$ cat src/rtl/core/sitda_pkg.sv
// Package for the signed integer to decimal ASCII converter.
// Holds widths, character codes and the queue item type; no dependencies.
package sitda_pkg;

	// Input integer width; bit VALUE_WIDTH-1 is the sign
	localparam int VALUE_WIDTH = 32;
	// Input bus width, rounded up to whole bytes
	localparam int IN_DATA_W   = ((VALUE_WIDTH + 7) / 8) * 8;

	// Output fields
	localparam int CHAR_W      = 8;
	localparam int LEN_W       = 4;
	localparam int OUT_DATA_W  = ((CHAR_W + LEN_W + 7) / 8) * 8;

	// Decimal digits needed for a VALUE_WIDTH-bit magnitude (log10(2) ~ 0.30103)
	localparam int DIGITS      = (VALUE_WIDTH * 30103) / 100000 + 1;
	localparam int BCD_W       = 4 * DIGITS;
	localparam int DIG_IDX_W   = (DIGITS > 1) ? $clog2(DIGITS) : 1;
	// Holds a run length of up to DIGITS + 1 characters
	localparam int TOTAL_W     = $clog2(DIGITS + 2);

	// Binary to BCD conversion: four magnitude bits per cycle
	localparam int BITS_PER_STEP = 4;
	localparam int STEPS       = (VALUE_WIDTH + BITS_PER_STEP - 1) / BITS_PER_STEP;
	localparam int PAD_W       = STEPS * BITS_PER_STEP;
	localparam int STEP_W      = (STEPS > 1) ? $clog2(STEPS) : 1;

	// Queue between front and back
	localparam int QUEUE_DEPTH = 2;

	// Character codes
	localparam logic [CHAR_W-1:0] CHAR_ZERO  = 8'd48;
	localparam logic [CHAR_W-1:0] CHAR_MINUS = 8'd45;

	// Classified item: sign and magnitude
	typedef struct packed {
		logic                   neg;
		logic [VALUE_WIDTH-1:0] mag;
	} item_t;

endpackage

$ cat src/rtl/core/sitda_front.sv
// Front end: accepts integers and splits them into sign and magnitude.
// Depends on sitda_pkg.
module sitda_front (
	input  logic                          clk,
	input  logic                          arst_n,
	input  logic                          s_tvalid,
	output logic                          s_tready,
	input  logic [sitda_pkg::IN_DATA_W-1:0] s_tdata,  // [VALUE_WIDTH-1:0] value
	output logic                          push_valid,
	input  logic                          push_ready,
	output sitda_pkg::item_t              push_item
);
	import sitda_pkg::*;

	logic                   valid_q;
	item_t                  item_q;
	logic signed [VALUE_WIDTH-1:0] value;
	logic                   neg;

	assign value = s_tdata[VALUE_WIDTH-1:0];
	assign neg   = value[VALUE_WIDTH-1];

	// Take a new beat whenever the held item is gone or leaving
	assign s_tready   = !valid_q || push_ready;
	assign push_valid = valid_q;
	assign push_item  = item_q;

	// Hold valid flag
	always_ff @(posedge clk or negedge arst_n) begin
		if (!arst_n) begin
			valid_q <= 1'b0;
		end else if (s_tready) begin
			valid_q <= s_tvalid;
		end
	end

	// Classify: magnitude of the most negative value fits unsigned in VALUE_WIDTH bits
	always_ff @(posedge clk) begin
		if (s_tready && s_tvalid) begin
			item_q.neg <= neg;
			item_q.mag <= neg ? (~value[VALUE_WIDTH-1:0] + VALUE_WIDTH'(1))
			                  : value[VALUE_WIDTH-1:0];
		end
	end

endmodule

$ cat src/rtl/core/sitda_queue.sv
// Short FIFO of classified items between front and back.
// Depends on sitda_pkg.
module sitda_queue (
	input  logic             clk,
	input  logic             arst_n,
	input  logic             wr_valid,
	output logic             wr_ready,
	input  sitda_pkg::item_t wr_item,
	output logic             rd_valid,
	input  logic             rd_ready,
	output sitda_pkg::item_t rd_item
);
	import sitda_pkg::*;

	localparam int PTR_W = (QUEUE_DEPTH > 1) ? $clog2(QUEUE_DEPTH) : 1;
	localparam int CNT_W = $clog2(QUEUE_DEPTH + 1);

	item_t              slot_q [QUEUE_DEPTH];
	logic [PTR_W-1:0]   wr_ptr_q;
	logic [PTR_W-1:0]   rd_ptr_q;
	logic [CNT_W-1:0]   count_q;
	logic               do_wr;
	logic               do_rd;

	assign wr_ready = (count_q != CNT_W'(QUEUE_DEPTH));
	assign rd_valid = (count_q != '0);
	assign rd_item  = slot_q[rd_ptr_q];
	assign do_wr    = wr_valid && wr_ready;
	assign do_rd    = rd_valid && rd_ready;

	// Advance pointers and count
	always_ff @(posedge clk or negedge arst_n) begin
		if (!arst_n) begin
			wr_ptr_q <= '0;
			rd_ptr_q <= '0;
			count_q  <= '0;
		end else begin
			if (do_wr) begin
				wr_ptr_q <= (wr_ptr_q == PTR_W'(QUEUE_DEPTH - 1)) ? '0 : wr_ptr_q + 1'b1;
			end
			if (do_rd) begin
				rd_ptr_q <= (rd_ptr_q == PTR_W'(QUEUE_DEPTH - 1)) ? '0 : rd_ptr_q + 1'b1;
			end
			if (do_wr && !do_rd) begin
				count_q <= count_q + 1'b1;
			end else if (do_rd && !do_wr) begin
				count_q <= count_q - 1'b1;
			end
		end
	end

	// Store written items
	always_ff @(posedge clk) begin
		if (do_wr) begin
			slot_q[wr_ptr_q] <= wr_item;
		end
	end

	// Count never exceeds depth
	a_count_bound: assert property (@(posedge clk) disable iff (!arst_n)
		count_q <= CNT_W'(QUEUE_DEPTH))
		else $error("queue count above depth");

	// A read on an empty queue cannot happen
	a_no_underflow: assert property (@(posedge clk) disable iff (!arst_n)
		(count_q == '0) |-> !do_rd)
		else $error("queue read while empty");

endmodule

$ cat src/rtl/core/sitda_back.sv
// Back end: converts a magnitude to BCD by shift-and-add-3, four bits a cycle,
// sizes the run and emits one character per beat. Depends on sitda_pkg.
module sitda_back (
	input  logic                            clk,
	input  logic                            arst_n,
	input  logic                            pop_valid,
	output logic                            pop_ready,
	input  sitda_pkg::item_t                pop_item,
	output logic                            m_tvalid,
	input  logic                            m_tready,
	output logic [sitda_pkg::OUT_DATA_W-1:0] m_tdata,  // [7:0] character, [11:8] run_length
	output logic                            m_tlast
);
	import sitda_pkg::*;

	typedef enum logic [1:0] {
		ST_IDLE,
		ST_CONV,
		ST_SIZE,
		ST_EMIT
	} state_t;

	state_t               state_q;
	logic                 neg_q;
	logic [PAD_W-1:0]     mag_q;
	logic [BCD_W-1:0]     bcd_q;
	logic [STEP_W-1:0]    step_q;
	logic [DIG_IDX_W-1:0] dig_q;
	logic [TOTAL_W-1:0]   total_q;
	logic                 sign_pend_q;
	logic                 out_valid_q;
	logic [CHAR_W-1:0]    out_char_q;
	logic                 out_last_q;
	logic [LEN_W-1:0]     out_len_q;

	logic [PAD_W-1:0]     mag_nxt;
	logic [BCD_W-1:0]     bcd_nxt;
	logic [TOTAL_W-1:0]   ndig;
	logic                 slot_free;
	logic [3:0]           cur_digit;

	// One shift-and-add-3 step: correct digits of five or more, then shift in a bit
	function automatic logic [BCD_W-1:0] dabble(input logic [BCD_W-1:0] bcd, input logic b);
		logic [BCD_W-1:0] fix;
		fix = bcd;
		for (int i = 0; i < DIGITS; i++) begin
			if (fix[4*i +: 4] >= 4'd5) begin
				fix[4*i +: 4] = fix[4*i +: 4] + 4'd3;
			end
		end
		return {fix[BCD_W-2:0], b};
	endfunction

	// Four conversion steps per cycle
	always_comb begin
		bcd_nxt = bcd_q;
		mag_nxt = mag_q;
		for (int b = 0; b < BITS_PER_STEP; b++) begin
			bcd_nxt = dabble(bcd_nxt, mag_nxt[PAD_W-1]);
			mag_nxt = {mag_nxt[PAD_W-2:0], 1'b0};
		end
	end

	// Count significant digits; zero still gives one
	always_comb begin
		ndig = TOTAL_W'(1);
		for (int i = 0; i < DIGITS; i++) begin
			if (bcd_q[4*i +: 4] != 4'd0) begin
				ndig = TOTAL_W'(i + 1);
			end
		end
	end

	assign pop_ready = (state_q == ST_IDLE);
	assign slot_free = !out_valid_q || m_tready;
	assign cur_digit = bcd_q[dig_q*4 +: 4];

	assign m_tvalid = out_valid_q;
	assign m_tlast  = out_last_q;
	assign m_tdata  = OUT_DATA_W'({out_len_q, out_char_q});

	// Sequencer with its registered outputs
	always_ff @(posedge clk or negedge arst_n) begin
		if (!arst_n) begin
			state_q     <= ST_IDLE;
			out_valid_q <= 1'b0;
			out_char_q  <= '0;
			out_last_q  <= 1'b0;
			out_len_q   <= '0;
			sign_pend_q <= 1'b0;
		end else begin
			// Load a beat when the slot frees up, drop it once taken
			if (state_q == ST_EMIT && slot_free) begin
				out_valid_q <= 1'b1;
			end else if (m_tready) begin
				out_valid_q <= 1'b0;
			end
			unique case (state_q)
				ST_IDLE: begin
					if (pop_valid) begin
						state_q <= ST_CONV;
					end
				end
				ST_CONV: begin
					if (step_q == STEP_W'(STEPS - 1)) begin
						state_q <= ST_SIZE;
					end
				end
				ST_SIZE: begin
					sign_pend_q <= neg_q;
					state_q     <= ST_EMIT;
				end
				ST_EMIT: begin
					if (slot_free) begin
						out_len_q   <= LEN_W'(total_q);
						if (sign_pend_q) begin
							out_char_q  <= CHAR_MINUS;
							out_last_q  <= 1'b0;
							sign_pend_q <= 1'b0;
						end else begin
							out_char_q <= CHAR_ZERO + CHAR_W'(cur_digit);
							out_last_q <= (dig_q == '0);
							if (dig_q == '0) begin
								state_q <= ST_IDLE;
							end
						end
					end
				end
				default: state_q <= ST_IDLE;
			endcase
		end
	end

	// Datapath registers
	always_ff @(posedge clk) begin
		unique case (state_q)
			ST_IDLE: begin
				if (pop_valid) begin
					neg_q  <= pop_item.neg;
					mag_q  <= PAD_W'(pop_item.mag);
					bcd_q  <= '0;
					step_q <= '0;
				end
			end
			ST_CONV: begin
				bcd_q  <= bcd_nxt;
				mag_q  <= mag_nxt;
				step_q <= step_q + 1'b1;
			end
			ST_SIZE: begin
				dig_q   <= DIG_IDX_W'(ndig - 1'b1);
				total_q <= ndig + TOTAL_W'(neg_q);
			end
			ST_EMIT: begin
				if (slot_free && !sign_pend_q && dig_q != '0) begin
					dig_q <= dig_q - 1'b1;
				end
			end
			default: ;
		endcase
	end

	// Emitted characters are a digit or the minus sign
	a_char_legal: assert property (@(posedge clk) disable iff (!arst_n)
		m_tvalid |-> ((out_char_q >= CHAR_ZERO && out_char_q <= CHAR_ZERO + 8'd9)
		              || out_char_q == CHAR_MINUS))
		else $error("illegal character emitted");

	// A minus sign is never the final character
	a_sign_not_last: assert property (@(posedge clk) disable iff (!arst_n)
		(m_tvalid && m_tlast) |-> (out_char_q != CHAR_MINUS))
		else $error("run ends with minus sign");

	// A run of one character is never a minus sign
	a_single_is_digit: assert property (@(posedge clk) disable iff (!arst_n)
		(m_tvalid && out_len_q == LEN_W'(1)) |-> (out_char_q != CHAR_MINUS && m_tlast))
		else $error("single character run malformed");

	// Emission index stays inside the digit range
	a_dig_range: assert property (@(posedge clk) disable iff (!arst_n)
		(state_q == ST_EMIT) |-> (32'(dig_q) < DIGITS))
		else $error("digit index out of range");

endmodule

$ cat src/rtl/core/signed_int_to_decimal_ascii.sv
// Signed integer to decimal ASCII converter. Each input beat carries one
// two's-complement integer; the block returns its decimal text as a run of
// output beats, most significant character first, with a leading '-' for
// negative values, a single '0' for zero and no leading zeros. The most
// negative value prints in full. Every beat carries the run length and the
// final beat has tlast set. A value goes through a load step in the
// converter, shift-and-add-3 at four bits a cycle, a sizing step and one
// emit step per character at the output register, which waits while the
// output stalls. A two-entry queue lets the front take new values while
// the converter is busy.
module signed_int_to_decimal_ascii (
	input  logic                            clk,
	input  logic                            arst_n,
	input  logic                            s_tvalid,
	output logic                            s_tready,
	input  logic [sitda_pkg::IN_DATA_W-1:0]  s_tdata,  // [31:0] value
	output logic                            m_tvalid,
	input  logic                            m_tready,
	output logic [sitda_pkg::OUT_DATA_W-1:0] m_tdata,  // [7:0] character, [11:8] run_length
	output logic                            m_tlast
);
	import sitda_pkg::*;

	logic  fq_valid;
	logic  fq_ready;
	item_t fq_item;
	logic  qb_valid;
	logic  qb_ready;
	item_t qb_item;

	// Classify incoming values
	sitda_front u_front (
		.clk        (clk),
		.arst_n     (arst_n),
		.s_tvalid   (s_tvalid),
		.s_tready   (s_tready),
		.s_tdata    (s_tdata),
		.push_valid (fq_valid),
		.push_ready (fq_ready),
		.push_item  (fq_item)
	);

	// Decouple front and back
	sitda_queue u_queue (
		.clk      (clk),
		.arst_n   (arst_n),
		.wr_valid (fq_valid),
		.wr_ready (fq_ready),
		.wr_item  (fq_item),
		.rd_valid (qb_valid),
		.rd_ready (qb_ready),
		.rd_item  (qb_item)
	);

	// Convert and emit characters
	sitda_back u_back (
		.clk       (clk),
		.arst_n    (arst_n),
		.pop_valid (qb_valid),
		.pop_ready (qb_ready),
		.pop_item  (qb_item),
		.m_tvalid  (m_tvalid),
		.m_tready  (m_tready),
		.m_tdata   (m_tdata),
		.m_tlast   (m_tlast)
	);

endmodule
$ cat config.mk
export PLATFORM = sky130hd
export DESIGN_NAME = signed_int_to_decimal_ascii
export DESIGN_NICKNAME = d
export VERILOG_FILES = /design/src/rtl/core/sitda_pkg.sv /design/src/rtl/core/sitda_front.sv /design/src/rtl/core/sitda_queue.sv /design/src/rtl/core/sitda_back.sv /design/src/rtl/core/signed_int_to_decimal_ascii.sv
export SDC_FILE = /design/constraint.sdc
export NUM_CORES = 1
export LEC_CHECK = 0
export ABC_AREA = 0
export BUFFER_PORTS_ARGS = -buffer_cell sky130_fd_sc_hd__buf_2
export CAP_MARGIN = 10
export CELL_PAD_IN_SITES_DETAIL_PLACEMENT = 1
export CELL_PAD_IN_SITES_GLOBAL_PLACEMENT = 1
export CORE_MARGIN = 3
export CORE_UTILIZATION = 25
export DETAILED_ROUTE_END_ITERATION = 8
export MAX_ROUTING_LAYER = met4
export PLACE_DENSITY_LB_ADDON = 0.1
export SLEW_MARGIN = 20
export SYNTH_ARGS = -nofsm -noshare
export SYNTH_HDL_FRONTEND = slang
export SYNTH_SLANG_ARGS = --single-unit
$ cat constraint.sdc
create_clock -name clk -period 12 [get_ports clk]
set_input_delay 2.4 -clock clk [delete_from_list [all_inputs] [get_ports clk]]
set_output_delay 2.4 -clock clk [all_outputs]
set_load 0.01 [all_outputs]
Word level (Yosys, flattened, before mapping)
Memories as Yosys holds them, arrays and structs flattened.
Index checks and enable logic that the tools add are counted.
{ "classes": {"addsub": 50, "n_mul": 0, "div": 0, "n_lt_le_gt_ge": 40, "eq_ne": 11, "shifts": 1, "mux": 76, "bitwise": 1, "n_reduce_logical": 38} }
{ "op_table": {"columns": ["op", "count"], "rows": [
  ["$ge 4x3->1 const B", 40],
  ["$mux 4", 40],
  ["$add 4x2->4 const B", 36],
  ["$pmux 40 s2", 1],
  ["$pmux 32 s2", 1],
  ["$mux 40", 1],
  ["$reduce_bool 4->1", 10],
  ["$shiftx 40x7->4", 1],
  ["$add 32x1->32 const B", 1],
  ["$mux 32", 1],
  ["$not 32->32", 1],
  ["$mux 31", 1],
  ["$mux 3", 9],
  ["$mux 2", 9],
  ["$add 3x2->3 const B", 4],
  ["$reduce_and 2->1", 5],
  ["$reduce_bool 2->1", 5],
  ["$logic_and 1x1->1", 8],
  ["$mux 1", 8],
  ["$mux 8", 1],
  ["$ne 2x2->1 const B", 4],
  ["$pmux 2 s4", 1],
  ["$pmux 4 s2", 1],
  ["$sub 4x1->4 const B", 2],
  ["other kinds (17)", 26]
]} }
{ "word_totals": {"reg_bits": 139, "latch_bits": 0, "ramBits": 66, "romBits": 0, "inputBits": 36, "out_inout_bits": 19, "word_cells": 237, "n_memories": 1} }
{ "mem_list": {"columns": ["memory", "words", "width", "read_ports", "rd_ports_with_merged_regs", "wr", "line_no", "rtl"], "rows": [
  ["u_queue.slot_q", 2, 33, 1, 0, 1, "sitda_queue.sv:18", "item_t slot_q [QUEUE_DEPTH];"]
]} }

Logic depth before layout (Yosys ltp)
{ "depth": {"word_depth": 12, "mapped_depth": 20, "depth_no_buf": 20} }

Cells and area by module
A second synthesis with hierarchy kept.
{ "hier_totals": {"hier_cells": 1298, "hier_area_um2": 13899.6} }
{ "modules_own_cells": {"columns": ["mod", "n_inst", "cells_each", "area_each_um2", "seq_area_each_um2"], "rows": [
  ["sitda_back", 1, 1043, 9367.7, 2897.8],
  ["sitda_queue", 1, 121, 2727.6, 2082.0],
  ["sitda_front", 1, 134, 1804.2, 1016.0]
]} }

Worst setup path after synthesis
No wires, ideal clock.
{ "synth_timing": {"kind": "input to register", "from": "input s_tdata[3] (netlist bit)", "to": "register u_front.item_q (netlist bit u_front.push_item[30]), data pin", "setup_ns": 0.263, "t_arrival_ns": 4.914, "required_time_ns": 11.737, "setup_slack_ns": 6.823, "cell_stages": 9, "path_buffers": 0, "path_cell_list": "or3_4 -> nor2_4 -> nand3b_1 -> or4_4 -> or3_1 -> or4_4 -> or4_4 -> o41ai_2 -> xnor2_1"} }
{ "synth_via": {"elab_chain_cells": 3} }
{ "synth_lines": {"columns": ["item", "line_no", "rtl"], "rows": [
  ["from (decl)", "signed_int_to_decimal_ascii.sv:16", "input logic [sitda_pkg::IN_DATA_W-1:0] s_tdata,"],
  ["$not 32->32", "sitda_front.sv:41", "item_q.mag <= neg ? (~value[VALUE_WIDTH-1:0] + VALUE_WIDTH'(1))"],
  ["$add 32x1->32", "sitda_front.sv:41", null],
  ["$mux 31", "sitda_front.sv:41", null],
  ["to (decl)", "sitda_front.sv:16", "item_t item_q;"]
]} }
No other way between the ends.
A chain may end at the register's enable or synchronous reset.

Worst setup path after layout
Same ends and word-level chain as after synthesis.

==> impl_metrics.json <==
{
  "yosysTopAreaCellShare": 0.4374,
  "ys_seq_area_frac": 0.4772,
  "wl_per_cell_um": 16.26,
  "cts_tree": "done",
  "antenna_found_initial": 0,
  "globalRouteTotalUtil": 0.1205,
  "arrival_ns": 5.24,
  "drive_above_1_share": 0.1288,
  "routed_via_density": 4.792,
  "async_reset_ff_frac": 0.09852,
  "avgSynthCellArea_sq_um": 10.57,
  "grt_max_degree": 71,
  "vias": 9211,
  "netlist_area_sq_um": 12560,
  "synth_common_cells": "183 x edfxtp_1, 101 x o21ai_0, 97 x nand2_1",
  "cp-start-kind": "input pin",
  "wirelength_mm": 31.26,
  "grt_pass1_wl_mm": 50.87,
  "critical_path_required_ns": 12.27,
  "overflow": 0,
  "io_buffers": 48,
  "finalMaxSlewViolations": 0,
  "rsz0062_at_grt": "false",
  "period_share": 0.4143,
  "fmax_ghz": 0.2011,
  "outcome": "finished, final reports clean",
  "final_util": 0.2912,
  "fp.dieW_um": 230.2,
  "clk_latency_ns": 0.53,
  "cts_buffers": 25,
  "ys.flop_type": "edfxtp_1",
  "drt_iter0_markers": 345,
  "hold_viol": 0,
  "first_pass_iters": 4,
  "hp-class": "reg -> reg",
  "worstMarginPinSlew_ns": 0.8474,
  "critPathCaptureType": "register",
  "criticalPathCategory": "in -> reg",
  "ys.warnings.count": 0,
  "die_h_um": 230.2,
  "placeableCoreArea_sq_um": 49250,
  "netlist_instances": 1189,
  "area_growth_pct": 14.14,
  "fin_crit_ns": 4.972,
  "tns_ns": 0,
  "yosysUniqueCellTypes": 70,
  "clock_path_buffers": 3,
  "remaining_drc_errors": 0,
  "ctsResizeCount": 0,
  "start_util": 0.2551,
  "dp_hpwl_mm": 22.93,
  "cts_sinks": 203,
  "relSlewSlack": 0.4338,
  "critPathMaxFanout": 5,
  "row_count": 81,
  "cts_setup_buffers": 0,
  "htree_levels": 1,
  "die_area_sq_um": 52990,
  "grt_pass1_vias": 9406,
  "hold_buffers": 0,
  "synth_seq_cells": 203,
  "synth_edf_count": 183,
  "setup_viol": 0,
  "place_congestion": 0.7509,
  "maxCapViolations": 0,
  "synth_area_leaders": "edfxtp_1 44%, ha_1 5.2%, mux2i_1 4.5%, o21ai_0 4.0%, dfrtp_1 4.0%",
  "clk_pin_slew_ns": 0.06,
  "finalClockSkew_ns": 0.01789,
  "layout.nets": 1329,
  "drtAntennaViolNets": 0,
  "diodes": 0,
  "io_pins": 55,
  "cts-root-buf": "clkbuf_16",
  "yosysTopAreaCell": "edfxtp_1",
  "synth.most_common_cell": "edfxtp_1"
}
[stage by stage]
stage / area, sq um / worst slack [ns] / hold WS (ns) / std cells
global placement: 13570 / 6.495 / 0.4246 / 1878
floorplan: 12580 / 6.823 / 0.4215 / 1194
detailed placement: 13570 / 6.469 / 0.4343 / 1878
finish: 14340 / 7.028 / 0.4434 / 1922
CTS: 14340 / 7.020 / 0.4478 / 1922
global route: 14340 / 6.972 / 0.4577 / 1922
[critical path: stages]
cell and delay, ns:
buf_2 0.12, or3_4 0.42, nor2_4 0.12, nand3b_1 0.11
or4_4 0.46, or3_1 0.34, or4_4 0.44, or4_4 0.47
o41ai_2 0.25, xnor2_1 0.10
[flip-flops by register name, summed over array words and instances (netlist names)]
name                cells
u_back.bcd_q           40
u_back.dig_q            4
u_back.m_tlast          1
u_back.m_tvalid         1
u_back.mag_q           32
u_back.neg_q            1
u_back.out_char_q       6
u_back.out_len_q        4
u_back.sign_pend_q      1
u_back.state_q          2
u_back.step_q           3
u_back.total_q          4
u_front.push_item      33
u_front.push_valid      1
u_queue.count_q         2
u_queue.rd_ptr_q        1
u_queue.slot_q         66
u_queue.wr_ptr_q        1
[cell type report]
cell class,count,area (sq um)
Clock inverter,12,116.4
Fill cell,5628,34910
Clock buffer,32,651.9
Sequential cell,203,6000
Multi-Input combinational cell,903,6251
Inverter,53,198.9
Timing Repair Buffer,55,292.8
Tap cell,664,830.8
[path summary, 6_finish.rpt]
check / from / to / slack (ns) / cells after the start
worst max-delay path: s_tdata[3] / u_front.push_item[30]$_DFFE_PP_ / 7.03 / 10
worst min-delay path: u_front.push_item[0]$_DFFE_PP_ / u_queue.slot_q[0][0]$_DFFE_PP_ / 0.44 / 0
worst max register to register: u_back.bcd_q[29]$_SDFFCE_PN0P_ / u_back.bcd_q[37]$_SDFFCE_PN0P_ / 7.81 / 18
worst min register to register: u_front.push_item[0]$_DFFE_PP_ / u_queue.slot_q[0][0]$_DFFE_PP_ / 0.44 / 0
max in group asynchronous: arst_n / u_queue.rd_ptr_q$_DFFE_PN0P_ / 9.74 / 1
min in group asynchronous: arst_n / u_back.m_tlast$_DFFE_PN0P_ / 1.85 / 1
[layer usage]
layer / vias to the layer above / share of wire / GRT usage
met2: 83 / 0.48 / 0.2040
met1: 4473 / 0.48 / 0.1542
met4: 0 / 0.013 / 0.02533
met5: - / 0 / -
li1: 4626 / - / -
met3: 29 / 0.031 / 0.01648
[layout by cell type, fill, tap and decap left out, types with 10 or more instances in the layout]
cell and count:
a31oi_1 18, mux2i_1 57, o21ai_0 101, a21o_1 10
or2_2 10, dfrtp_1 19, nor3_1 54, nand2_1 97
ha_1 51, nor2_1 59, a211o_1 13, edfxtp_1 183
or3_1 12, clkbuf_16 25, a211oi_1 19, and2_1 18
nor3b_1 16, nand2b_1 24, mux2_2 22, o21a_1 20
a21oi_1 84, o211ai_1 10, a31o_2 15, and3_1 14
xnor2_1 43, inv_1 52, buf_2 48
[cells by family (layout without fill, tap and decap cells)]
family	count (synthesis)	count (layout)	share of synthesized area
mux	87	87	0.07947
compound gates	366	366	0.1903
buf+inv	88	152	0.02808
flops	203	203	0.4772
simple gates	343	343	0.1387
fa+ha+maj	52	52	0.05178
other cells	1	6	0.0002985
xor+xnor	49	49	0.03416
Power is not shown: default switching activity piles up to over one toggle a cycle in this logic, so the estimate is an artifact.
